## config.mk

```make
export PLATFORM = sky130hd
export DESIGN_NAME = sha256_block_hash_core
export DESIGN_NICKNAME = d
export VERILOG_FILES = /design/src/design/sha256bh_pkg.sv /design/src/design/sha256bh_ctrl.sv /design/src/design/sha256bh_dp.sv /design/src/design/sha256_block_hash_core.sv
export SDC_FILE = /design/constraint.sdc
export NUM_CORES = 2
export LEC_CHECK = 0
export ABC_AREA = 1
export BUFFER_PORTS_ARGS = -buffer_cell sky130_fd_sc_hd__buf_2
export CAP_MARGIN = 5
export CORE_AREA = 2 2 449 451
export DETAILED_ROUTE_END_ITERATION = 12
export DIE_AREA = 0 0 451 453
export PLACE_DENSITY = 0.51
export SYNTH_ARGS = -nofsm -noshare
export SYNTH_HDL_FRONTEND = slang
export SYNTH_SLANG_ARGS = --single-unit
```

## constraint.sdc

```tcl
create_clock -name clk -period 10 [get_ports clk]
set_input_delay 1 -clock clk [delete_from_list [all_inputs] [get_ports clk]]
set_output_delay 1 -clock clk [all_outputs]
set_load 0.03 [all_outputs]
```

## src/design/sha256bh_pkg.sv

```systemverilog
// ----------------------------------------------------------------------------
// SHA-256 block hash: shared package
// Word type, round constants, initial hash values, round functions and the
// command and status structs between controller and datapath.
// ----------------------------------------------------------------------------
package sha256bh_pkg;

	localparam int WORD_W       = 32;
	localparam int DIGEST_WORDS = 8;
	localparam int BLOCK_WORDS  = 16;
	localparam int ROUNDS       = 64;
	localparam int IDX_W        = $clog2(DIGEST_WORDS);
	localparam int WCNT_W       = $clog2(BLOCK_WORDS);
	localparam int RND_W        = $clog2(ROUNDS);

	localparam logic [IDX_W-1:0]  DIGEST_LAST = IDX_W'(DIGEST_WORDS - 1);
	localparam logic [WCNT_W-1:0] WORD_LAST   = WCNT_W'(BLOCK_WORDS - 1);
	localparam logic [RND_W-1:0]  ROUND_LAST  = RND_W'(ROUNDS - 1);

	typedef logic [WORD_W-1:0] word_t;

	localparam word_t ROUND_K [ROUNDS] = '{
		32'h428a2f98, 32'h71374491, 32'hb5c0fbcf, 32'he9b5dba5,
		32'h3956c25b, 32'h59f111f1, 32'h923f82a4, 32'hab1c5ed5,
		32'hd807aa98, 32'h12835b01, 32'h243185be, 32'h550c7dc3,
		32'h72be5d74, 32'h80deb1fe, 32'h9bdc06a7, 32'hc19bf174,
		32'he49b69c1, 32'hefbe4786, 32'h0fc19dc6, 32'h240ca1cc,
		32'h2de92c6f, 32'h4a7484aa, 32'h5cb0a9dc, 32'h76f988da,
		32'h983e5152, 32'ha831c66d, 32'hb00327c8, 32'hbf597fc7,
		32'hc6e00bf3, 32'hd5a79147, 32'h06ca6351, 32'h14292967,
		32'h27b70a85, 32'h2e1b2138, 32'h4d2c6dfc, 32'h53380d13,
		32'h650a7354, 32'h766a0abb, 32'h81c2c92e, 32'h92722c85,
		32'ha2bfe8a1, 32'ha81a664b, 32'hc24b8b70, 32'hc76c51a3,
		32'hd192e819, 32'hd6990624, 32'hf40e3585, 32'h106aa070,
		32'h19a4c116, 32'h1e376c08, 32'h2748774c, 32'h34b0bcb5,
		32'h391c0cb3, 32'h4ed8aa4a, 32'h5b9cca4f, 32'h682e6ff3,
		32'h748f82ee, 32'h78a5636f, 32'h84c87814, 32'h8cc70208,
		32'h90befffa, 32'ha4506ceb, 32'hbef9a3f7, 32'hc67178f2
	};

	localparam word_t HASH_IV [DIGEST_WORDS] = '{
		32'h6a09e667, 32'hbb67ae85, 32'h3c6ef372, 32'ha54ff53a,
		32'h510e527f, 32'h9b05688c, 32'h1f83d9ab, 32'h5be0cd19
	};

	typedef struct packed {
		logic              load;
		logic              new_msg;
		logic              init_vars;
		logic              round;
		logic [RND_W-1:0]  rnd_idx;
		logic              add;
		logic              emit;
	} cmd_t;

	typedef struct packed {
		logic out_busy;
	} sts_t;

	function automatic word_t rotr(input word_t v, input int n);
		return (v >> n) | (v << (WORD_W - n));
	endfunction

	function automatic word_t big_sigma0(input word_t v);
		return rotr(v, 2) ^ rotr(v, 13) ^ rotr(v, 22);
	endfunction

	function automatic word_t big_sigma1(input word_t v);
		return rotr(v, 6) ^ rotr(v, 11) ^ rotr(v, 25);
	endfunction

	function automatic word_t small_sigma0(input word_t v);
		return rotr(v, 7) ^ rotr(v, 18) ^ (v >> 3);
	endfunction

	function automatic word_t small_sigma1(input word_t v);
		return rotr(v, 17) ^ rotr(v, 19) ^ (v >> 10);
	endfunction

	function automatic word_t choose(input word_t e, input word_t f, input word_t g);
		return (e & f) ^ (~e & g);
	endfunction

	function automatic word_t majority(input word_t a, input word_t b, input word_t c);
		return (a & b) ^ (a & c) ^ (b & c);
	endfunction

endpackage

```

## src/design/sha256bh_ctrl.sv

```systemverilog
// ----------------------------------------------------------------------------
// SHA-256 block hash: controller
// Counts words into a block, sequences the 64 rounds, the chaining add and
// the hand-over of the digest to the output buffer.
// ----------------------------------------------------------------------------
module sha256bh_ctrl (
	input  logic                clk,
	input  logic                arst_n,
	input  logic                in_valid,
	input  logic                in_new_msg,
	input  logic                in_final,
	output logic                in_ready,
	input  sha256bh_pkg::sts_t  sts,
	output sha256bh_pkg::cmd_t  cmd
);
	import sha256bh_pkg::*;

	localparam logic [1:0] ST_LOAD  = 2'd0;
	localparam logic [1:0] ST_ROUND = 2'd1;
	localparam logic [1:0] ST_ADD   = 2'd2;
	localparam logic [1:0] ST_EMIT  = 2'd3;

	logic [1:0]        state_q;
	logic [WCNT_W-1:0] word_cnt_q;
	logic [RND_W-1:0]  rnd_cnt_q;
	logic              final_q;
	logic              acc;
	logic [WCNT_W-1:0] eff_cnt;

	assign in_ready = (state_q == ST_LOAD);
	assign acc      = in_valid && in_ready;
	assign eff_cnt  = in_new_msg ? '0 : word_cnt_q;

	always_comb begin
		cmd           = '0;
		cmd.load      = acc;
		cmd.new_msg   = acc && in_new_msg;
		cmd.init_vars = acc && (eff_cnt == WORD_LAST);
		cmd.round     = (state_q == ST_ROUND);
		cmd.rnd_idx   = rnd_cnt_q;
		cmd.add       = (state_q == ST_ADD);
		cmd.emit      = (state_q == ST_EMIT) && !sts.out_busy;
	end

	always_ff @(posedge clk or negedge arst_n) begin
		if (!arst_n) begin
			state_q    <= ST_LOAD;
			word_cnt_q <= '0;
			rnd_cnt_q  <= '0;
			final_q    <= 1'b0;
		end else begin
			case (state_q)
				ST_LOAD: begin
					if (acc) begin
						if (eff_cnt == WORD_LAST) begin
							word_cnt_q <= '0;
							rnd_cnt_q  <= '0;
							final_q    <= in_final;
							state_q    <= ST_ROUND;
						end else begin
							word_cnt_q <= eff_cnt + 1'b1;
						end
					end
				end
				ST_ROUND: begin
					rnd_cnt_q <= rnd_cnt_q + 1'b1;
					if (rnd_cnt_q == ROUND_LAST) begin
						state_q <= ST_ADD;
					end
				end
				ST_ADD: begin
					state_q <= final_q ? ST_EMIT : ST_LOAD;
				end
				ST_EMIT: begin
					if (!sts.out_busy) begin
						state_q <= ST_LOAD;
					end
				end
				default: begin
					state_q <= ST_LOAD;
				end
			endcase
		end
	end

endmodule

```

## src/design/sha256bh_dp.sv

```systemverilog
// ----------------------------------------------------------------------------
// SHA-256 block hash: datapath
// Rolling message schedule window, working variables a..h, chaining value
// and an eight-word digest buffer that drains to the output channel.
// ----------------------------------------------------------------------------
module sha256bh_dp (
	input  logic                           clk,
	input  logic                           arst_n,
	input  sha256bh_pkg::cmd_t             cmd,
	output sha256bh_pkg::sts_t             sts,
	input  sha256bh_pkg::word_t            in_word,
	output logic                           out_valid,
	input  logic                           out_ready,
	output sha256bh_pkg::word_t            out_word,
	output logic [sha256bh_pkg::IDX_W-1:0] out_idx,
	output logic                           out_last
);
	import sha256bh_pkg::*;

	word_t            win_q [BLOCK_WORDS];
	word_t            v_q   [DIGEST_WORDS];
	word_t            cv_q  [DIGEST_WORDS];
	word_t            ob_q  [DIGEST_WORDS];
	logic [IDX_W-1:0] out_idx_q;
	logic             out_vld_q;
	word_t            w_next;
	word_t            t1;
	word_t            t2;

	assign w_next = small_sigma1(win_q[14]) + win_q[9] + small_sigma0(win_q[1]) + win_q[0];
	assign t1 = v_q[7] + big_sigma1(v_q[4]) + choose(v_q[4], v_q[5], v_q[6])
		+ ROUND_K[cmd.rnd_idx] + win_q[0];
	assign t2 = big_sigma0(v_q[0]) + majority(v_q[0], v_q[1], v_q[2]);

	always_ff @(posedge clk) begin
		if (cmd.load || cmd.round) begin
			for (int i = 0; i < BLOCK_WORDS - 1; i++) begin
				win_q[i] <= win_q[i+1];
			end
			win_q[BLOCK_WORDS-1] <= cmd.load ? in_word : w_next;
		end
	end

	always_ff @(posedge clk or negedge arst_n) begin
		if (!arst_n) begin
			for (int i = 0; i < DIGEST_WORDS; i++) begin
				v_q[i]  <= '0;
				cv_q[i] <= HASH_IV[i];
			end
		end else begin
			if (cmd.init_vars) begin
				for (int i = 0; i < DIGEST_WORDS; i++) begin
					v_q[i] <= cv_q[i];
				end
			end else if (cmd.round) begin
				v_q[7] <= v_q[6];
				v_q[6] <= v_q[5];
				v_q[5] <= v_q[4];
				v_q[4] <= v_q[3] + t1;
				v_q[3] <= v_q[2];
				v_q[2] <= v_q[1];
				v_q[1] <= v_q[0];
				v_q[0] <= t1 + t2;
			end
			if (cmd.new_msg) begin
				for (int i = 0; i < DIGEST_WORDS; i++) begin
					cv_q[i] <= HASH_IV[i];
				end
			end else if (cmd.add) begin
				for (int i = 0; i < DIGEST_WORDS; i++) begin
					cv_q[i] <= cv_q[i] + v_q[i];
				end
			end
		end
	end

	// digest buffer: shift one word out per beat
	always_ff @(posedge clk) begin
		if (cmd.emit) begin
			for (int i = 0; i < DIGEST_WORDS; i++) begin
				ob_q[i] <= cv_q[i];
			end
		end else if (out_vld_q && out_ready) begin
			for (int i = 0; i < DIGEST_WORDS - 1; i++) begin
				ob_q[i] <= ob_q[i+1];
			end
		end
	end

	always_ff @(posedge clk or negedge arst_n) begin
		if (!arst_n) begin
			out_vld_q <= 1'b0;
			out_idx_q <= '0;
		end else if (cmd.emit) begin
			out_vld_q <= 1'b1;
			out_idx_q <= '0;
		end else if (out_vld_q && out_ready) begin
			out_idx_q <= out_idx_q + 1'b1;
			if (out_idx_q == DIGEST_LAST) begin
				out_vld_q <= 1'b0;
			end
		end
	end

	assign sts.out_busy = out_vld_q;
	assign out_valid    = out_vld_q;
	assign out_word     = ob_q[0];
	assign out_idx      = out_idx_q;
	assign out_last     = (out_idx_q == DIGEST_LAST);

endmodule

```

## src/design/sha256_block_hash_core.sv

```systemverilog
// ----------------------------------------------------------------------------
// SHA-256 block hash core
// Hashes a host-padded message given as 32-bit big-endian words and returns
// the eight digest words after each block marked final.
// ----------------------------------------------------------------------------
// Input channel s_axis: one message word per beat; tuser set marks the first
// word of a new message, tlast on the sixteenth word of a block marks the
// last block. Output channel m_axis: eight digest words, index 0 (most
// significant) first, tlast on index 7.
// s_axis_tready is high while a block fills. The sixteenth word starts the
// compression: 64 rounds at one per cycle through the single round unit and
// the rolling schedule, then the chaining add; a final block then passes an
// emit state that hands the digest to the output buffer. s_axis_tready is
// low during compression.
// The digest buffer drains independently; if the receiver stalls, words hold
// and the next block fills, but its digest waits until the buffer is empty.
// First digest word follows the final block's rounds, chaining add and emit.
// Reset loads the standard initial hash values, clears the word and round
// counts and empties the digest buffer.
// ----------------------------------------------------------------------------
module sha256_block_hash_core (
	input  logic                       clk,
	input  logic                       arst_n,
	input  logic                       s_axis_tvalid,
	output logic                       s_axis_tready,
	input  logic [31:0]                s_axis_tdata,  // [31:0] message_word
	input  logic [0:0]                 s_axis_tuser,  // [0] command
	input  logic                       s_axis_tlast,
	output logic                       m_axis_tvalid,
	input  logic                       m_axis_tready,
	output logic [31:0]                m_axis_tdata,  // [31:0] digest_word
	output logic [2:0]                 m_axis_tuser,  // [2:0] digest_index
	output logic                       m_axis_tlast
);
	import sha256bh_pkg::*;

	cmd_t cmd;
	sts_t sts;

	sha256bh_ctrl u_ctrl (
		.clk        (clk),
		.arst_n     (arst_n),
		.in_valid   (s_axis_tvalid),
		.in_new_msg (s_axis_tuser[0]),
		.in_final   (s_axis_tlast),
		.in_ready   (s_axis_tready),
		.sts        (sts),
		.cmd        (cmd)
	);

	sha256bh_dp u_dp (
		.clk       (clk),
		.arst_n    (arst_n),
		.cmd       (cmd),
		.sts       (sts),
		.in_word   (s_axis_tdata),
		.out_valid (m_axis_tvalid),
		.out_ready (m_axis_tready),
		.out_word  (m_axis_tdata),
		.out_idx   (m_axis_tuser),
		.out_last  (m_axis_tlast)
	);

`ifndef NO_ASSERTIONS
	a_emit_free: assert property (@(posedge clk) disable iff (!arst_n)
		cmd.emit |-> !sts.out_busy)
		else $error("digest loaded into a busy output buffer");

	a_one_op: assert property (@(posedge clk) disable iff (!arst_n)
		$onehot0({cmd.load, cmd.round, cmd.add, cmd.emit}))
		else $error("more than one datapath operation at once");

	a_add_after_rounds: assert property (@(posedge clk) disable iff (!arst_n)
		(cmd.round && cmd.rnd_idx == ROUND_LAST) |=> cmd.add)
		else $error("chaining add does not follow the last round");

	a_no_input_in_rounds: assert property (@(posedge clk) disable iff (!arst_n)
		cmd.round |-> !s_axis_tready)
		else $error("input accepted during compression");
`endif

endmodule

```

==> Yosys cells after proc, flatten, opt, wreduce, memory -nomap -nowiden <==
Memory sizes are Yosys's and may differ from the RTL's.
Index checks and enable logic that the tools add are counted.
{ "word_totals": {"output_inout_bits": 38, "word_cells": 147, "memories": 3, "ff_bits": 529, "input_bits": 38, "rom_bits": 2048, "ram_bits": 768} }
{ "memory_table": {"columns": ["memory", "words", "word_bits", "read_ports", "rd_ports_with_merged_regs", "wr", "line_no", "text"], "rows": [
  ["(name not given)", 64, 32, 1, 0, 0, "sha256bh_dp.sv:32", "+ ROUND_K[cmd.rnd_idx] + win_q[0];"],
  ["u_dp.win_q", 16, 32, 16, 0, 16, "sha256bh_dp.sv:20", "word_t win_q [BLOCK_WORDS];"],
  ["u_dp.ob_q", 8, 32, 8, 0, 8, "sha256bh_dp.sv:23", "word_t ob_q [DIGEST_WORDS];"]
]} }
{ "classes": {"n_bitwise": 35, "muxes": 37, "order_cmp": 1, "eq_ne": 10, "n_addsub": 21, "n_reduce_logical": 18} }
{ "op_table": {"columns": ["operator", "count"], "rows": [
  ["$mux W256", 4],
  ["$add A32 B32 Y32", 18],
  ["$mux W32", 10],
  ["$xor A32 B32 Y32", 9],
  ["$and A32 B32 Y32", 5],
  ["$not A32 Y32", 1],
  ["$or A10 B32 Y32", 1],
  ["$or A13 B32 Y32", 1],
  ["$or A14 B32 Y32", 1],
  ["$or A15 B32 Y32", 1],
  ["$or A19 B32 Y32", 1],
  ["$or A21 B32 Y32", 1],
  ["$or A25 B32 Y32", 1],
  ["$or A26 B32 Y32", 1],
  ["$or A30 B32 Y32", 1],
  ["$or A7 B32 Y32", 1],
  ["$xor A32 B22 Y32", 1],
  ["$xor A32 B29 Y32", 1],
  ["$mux W6", 2],
  ["$pmux W6 S2", 1],
  ["$mux W1", 10],
  ["$mux W2", 5],
  ["$reduce_bool A2 Y1", 5],
  ["$mux W4", 2],
  ["21 further kinds", 38]
]} }

==> Depth between registers and ports, before layout <==
{ "logic_depth": {"depth_word": 10, "ltp_mapped": 45, "depth_no_buf": 44} }

==> By module <==
Synthesis repeated with hierarchy kept, for this count alone.
{ "hier_totals": {"cells_unflattened": 8948, "hier_area_um2": 79232.2} }
{ "by_module_without_submodules": {"columns": ["module", "seq_area_each_um2", "area_per_inst_um2", "n_inst", "cells_each"], "rows": [
  ["sha256bh_dp", 36144.7, 78445.2, 1, 8848],
  ["sha256bh_ctrl", 325.3, 787.0, 1, 100]
]} }

==> Worst setup path after synthesis <==
OpenSTA, ideal clock, no wires.
{ "synth_path": {"kind": "input to register", "from": "in s_axis_tvalid", "to": "reg u_dp.v_q[115] (netlist name)", "t_arrival_ps": 8819, "t_required_ps": 9855, "cell_stages": 9, "path_buffers": 2, "setup_ps": 145, "slack_ps": 1036, "cell_sequence": "inv_1 -> nor2_4 -> inv_2 -> nand2_2 -> nand2_2 -> buf_2 -> buf_2 -> nand2_1 -> o221ai_1"} }
{ "synth_via": {"elab_chain_cells": 3, "elab_cells_between_ends": 4, "cone_classes": "mux (1); reduce/logical (3)"} }
{ "synth_rtl": {"columns": ["element", "line_no", "text"], "rows": [
  ["from (decl)", "sha256_block_hash_core.sv:24", "input logic s_axis_tvalid,"],
  ["$logic_and A1 B1 Y1 *", "sha256bh_ctrl.sv:31", "assign acc = in_valid && in_ready;"],
  ["$logic_and A1 B1 Y1 *", "sha256bh_ctrl.sv:38", "cmd.init_vars = acc && (eff_cnt == WORD_LAST);"],
  ["$mux W256 / $reduce_bool A2 Y1 (equally long branches)", null, null],
  ["to (signal, indexed assignment)", "sha256bh_dp.sv:53", "v_q[i] <= cv_q[i];"],
  ["to (decl)", "sha256bh_dp.sv:21", "word_t v_q [DIGEST_WORDS];"]
]} }
Mark *: on every way between the ends. The rest lies on a longest branch, timed or not.
A chain may end at the register's enable or synchronous reset.

==> Worst setup path after layout <==
{ "layout_path": {"from": "reg u_ctrl.rnd_cnt_q[1]", "to": "reg u_dp.v_q[239] (netlist name)"} }
{ "layout_via": {"elab_chain_cells": 9} }
{ "layout_rtl": {"columns": ["element", "line_no", "text"], "rows": [
  ["from (decl)", "sha256bh_ctrl.sv:25", "logic [RND_W-1:0] rnd_cnt_q;"],
  ["from (signal assigned)", "sha256bh_ctrl.sv:66", "rnd_cnt_q <= rnd_cnt_q + 1'b1;"],
  ["$not A6 Y7 (implied by the code)", "sha256bh_dp.sv:32", null],
  ["$mem_v2 Z64 W32", null, null],
  ["$mux W32 (implied by the code) (2 in series)", "sha256bh_dp.sv:32", null],
  ["$add A32 B32 Y32 (2 in series)", "sha256bh_dp.sv:32", null],
  ["$add A32 B32 Y32", "sha256bh_dp.sv:63", "v_q[0] <= t1 + t2;"],
  ["$mux W256", "sha256bh_dp.sv:55", "end else if (cmd.round) begin"],
  ["$mux W256", "sha256bh_dp.sv:51", "if (cmd.init_vars) begin"]
]} }
No other way between the ends. The select of a mux whose other input is x is not followed.

==> run metrics <==
Clock transition at path regs=60 ps; DR pass1 iterations=6; post-route setup slack=884 ps; core footprint=199,000 µm²; setup bufs post-CTS=0; leakage power=36.9 nW; first-pass GRT wire length=464,000 µm; RSZ-0062 raised after global routing=false; Avg Inst Size Synth=8.93 µm²; Final Hold Viols=0; CP Data Arrival Time=9800 ps; Top Ports=76; post-route clock skew=53.4 ps; DR vias=65,733; post-placement worst setup slack=1030 ps; Die H=453 µm; Post-CTS Resized=0; top_reg_cell synth=edfxtp_1; IO Port Bufs=75; top fanout value on the critical path=9; routed length on met1=146,000 µm; die width=451 µm; Seq/Total Area, Yosys=0.460; Avg WL per Cell=27.8 µm; Layout Area Growth over Synthesis=10.3%; Syn Std Cell Area=79,300 µm²; number of DRC markers in iteration 0=6,685; DRC viols=0; DR top layer=met5; vias in the first global route=63,470; Rows=164; CTS root buf=clkbuf_16; Slew HR=0.151; antenna-violating nets left=0; Worst Max-Slew Pin Slew=1260 ps; cells after synthesis=8,875; Worst Path Class, Setup=flop to flop; Max Clk Rate=110 MHz; placer congestion estimate=0.981; metal2 WL=142,000 µm; Post-DP Area=82,500 µm²; Num CTS Buffers=152; Ys Warns=0; setup TNS=0 ps; CTS H-tree lvls=4; via-per-instance ratio=5.63; Critical Path RT=10,690 ps; Final Instance Area=87,400 µm²; CP most frequent cell=inv_1; Seq cells post-synth=1,297; die area=204,000 µm²; maximum vdd drop=0.210 mV; DP HPWL=249,000 µm; asr flop ratio synth=0.408; Max-cap violations=0; Slew Viols, Final=0; Pwr Density=226 nW/µm²; initial antenna violation count=15; Clock Sinks=1,297; status=finished, final reports clean; critical path capture point type=flop; fill count=19,781; largest net degree at the start of global routing=187; drt total wl=325,000 µm; GRT Total Usage=0.314; Syn Nets=9,502; Clock Latency Late Sink=860 ps; crit start category=flop; critical path's largest stage delay=610 ps; final global-route overflow total=0; Hold Path Class=input port to asynchronous set/reset pin; share of cells above drive strength 1=0.0736; setup violators final=0; Starting Density=0.398; count of different cell masters after synthesis=75; final worst path period need=9120 ps; Clock Path Buffers=3; Post-synth EDFFs=768; Post-layout nets=9,519; WL met3=22,400 µm; Final Cycle Share=0.912; hold buffers post-CTS=0; slowest CP cell=o21ai_0; CTS tree=yes
-- through the flow --
stage	utilization	std cells	hold slack, ps	power (mW)
after CTS	0.439	11677	87.5	19.8
after detailed placement	0.414	11394	405	14.2
final	0.439	11682	98.7	19.8
after floorplan	-	8875	400	11.5
after global routing	0.439	11678	115	20.9
after global placement	0.414	11394	400	14.2
-- worst paths after layout --
| check | from | to | slack (ps) | depth (start not counted) |
|---|---|---|---|---|
| min in group clk | u_dp.win_q[0][199] | u_dp.win_q[0][167] | 390 | 0 |
| max in group asynchronous | arst_n | u_dp.cv_q[252] | 7630 | 3 |
| worst max register to register | u_ctrl.rnd_cnt_q[1] | u_dp.v_q[239] | 880 | 32 |
| worst min-delay path | arst_n | u_dp.v_q[89] | 100 | 1 |
| worst max-delay path | u_ctrl.rnd_cnt_q[1] | u_dp.v_q[239] | 880 | 32 |
| worst min register to register | u_dp.win_q[0][199] | u_dp.win_q[0][167] | 390 | 0 |
-- Yosys cell counts, types with 72 or more instances --
master / count / area (µm²)
xor2_1: 223 / 1950
o22ai_1: 108 / 676
ha_1: 394 / 4930
dfrtp_1: 393 / 9830
dfstp_2: 136 / 3570
edfxtp_1: 768 / 23100
clkbuf_1: 180 / 676
nand3_1: 332 / 1660
fa_1: 195 / 3900
nand2_1: 1875 / 7040
xnor2_1: 162 / 1420
o211ai_1: 72 / 541
a21oi_1: 587 / 2940
nor2_1: 497 / 1870
o221ai_1: 174 / 1520
nor3_1: 78 / 390
o21ai_0: 734 / 3670
inv_1: 1275 / 4790
buf_2: 81 / 405
-- where the power goes --
part | internal (mW) | switching (mW) | leakage [nW]
logic | 2.43 | 5.16 | 21.5
registers | 6.32 | 0.292 | 13.0
clock network | 3.08 | 2.49 | 2.37
total | 11.8 | 7.95 | 36.9
-- flip-flops by register name (all words and copies together), names as in the netlist --
register,cells
u_dp.win_q,512
u_dp.cv_q,256
u_dp.ob_q,256
u_dp.v_q,256
u_ctrl.rnd_cnt_q,6
u_ctrl.word_cnt_q,4
u_dp.out_idx,3
u_ctrl.state_q,2
u_ctrl.final_q,1
u_dp.out_valid,1
-- cells by family (layout without fill, tap and decap cells) --
kind of cell	count (synthesis)	after routing	share of synthesized area
other	0	5	0
adders and majority gates	589	589	0.111
and+or+nand+nor	2946	2946	0.152
DFF	1297	1297	0.460
buffers and inverters	1611	1757	0.0797
xor gates and xnor gates	385	385	0.0425
AOI/OAI and AO/OA	2047	2047	0.154
-- layout by cell type, fill, tap and decap left out, types with 12 or more instances in the layout --
cell       instances
o21ai_2           19
a21o_1            50
nand3_1          332
nand3b_1          16
ha_1             394
nand4_1           59
buf_4            106
o21a_1            35
o21bai_1          49
o21ai_0          734
clkinv_1          19
a21oi_1          587
o221ai_1         174
a21boi_0          22
nand2_1         1872
buf_2             74
clkbuf_1          50
o22ai_1          108
nand2_2           12
o211ai_1          72
o21ai_1           32
edfxtp_1         768
dfstp_2          136
clkinv_2          21
a31oi_1           33
clkinv_16         12
nor4_1            19
inv_1           1273
nor3_1            78
xnor2_1          162
dfrtp_1          393
fa_1             195
or2_2             17
xor2_1           223
nor2_1           496
clkbuf_16        152
a22oi_1           36
-- per-layer routing --
metal / GRT usage / vias up
li1: - / 30005
met1: 0.445 / 32860
met2: 0.478 / 2385
met3: 0.0546 / 473
met4: 0.121 / 10
met5: 0 / -
-- worst max-delay path, delay by kind of cell (launching register included) --
| kind | cells | cell delay (ps) |
|---|---|---|
| AOI/OAI and AO/OA | 11 | 3060 |
| and+or+nand+nor | 7 | 1230 |
| buffers and inverters | 6 | 950 |
| xor gates and xnor gates | 1 | 480 |
| DFF | 1 | 370 |
| adders and majority gates | 7 | 2840 |
-- area by class of cell --
| class | count | area, µm² | area share |
|---|---|---|---|
| antenna | 5 | 12.5 | 0.000143 |
| clock buffer | 209 | 4090 | 0.0467 |
| clock inverter | 74 | 877 | 0.0100 |
| inverter | 1290 | 4870 | 0.0557 |
| multi-input combinational | 5967 | 36600 | 0.418 |
| sequential | 1297 | 36500 | 0.417 |
| tap | 2656 | 3320 | 0.0380 |
| timing repair buffer | 184 | 1240 | 0.0142 |
Power figures use the tool's default switching activity.
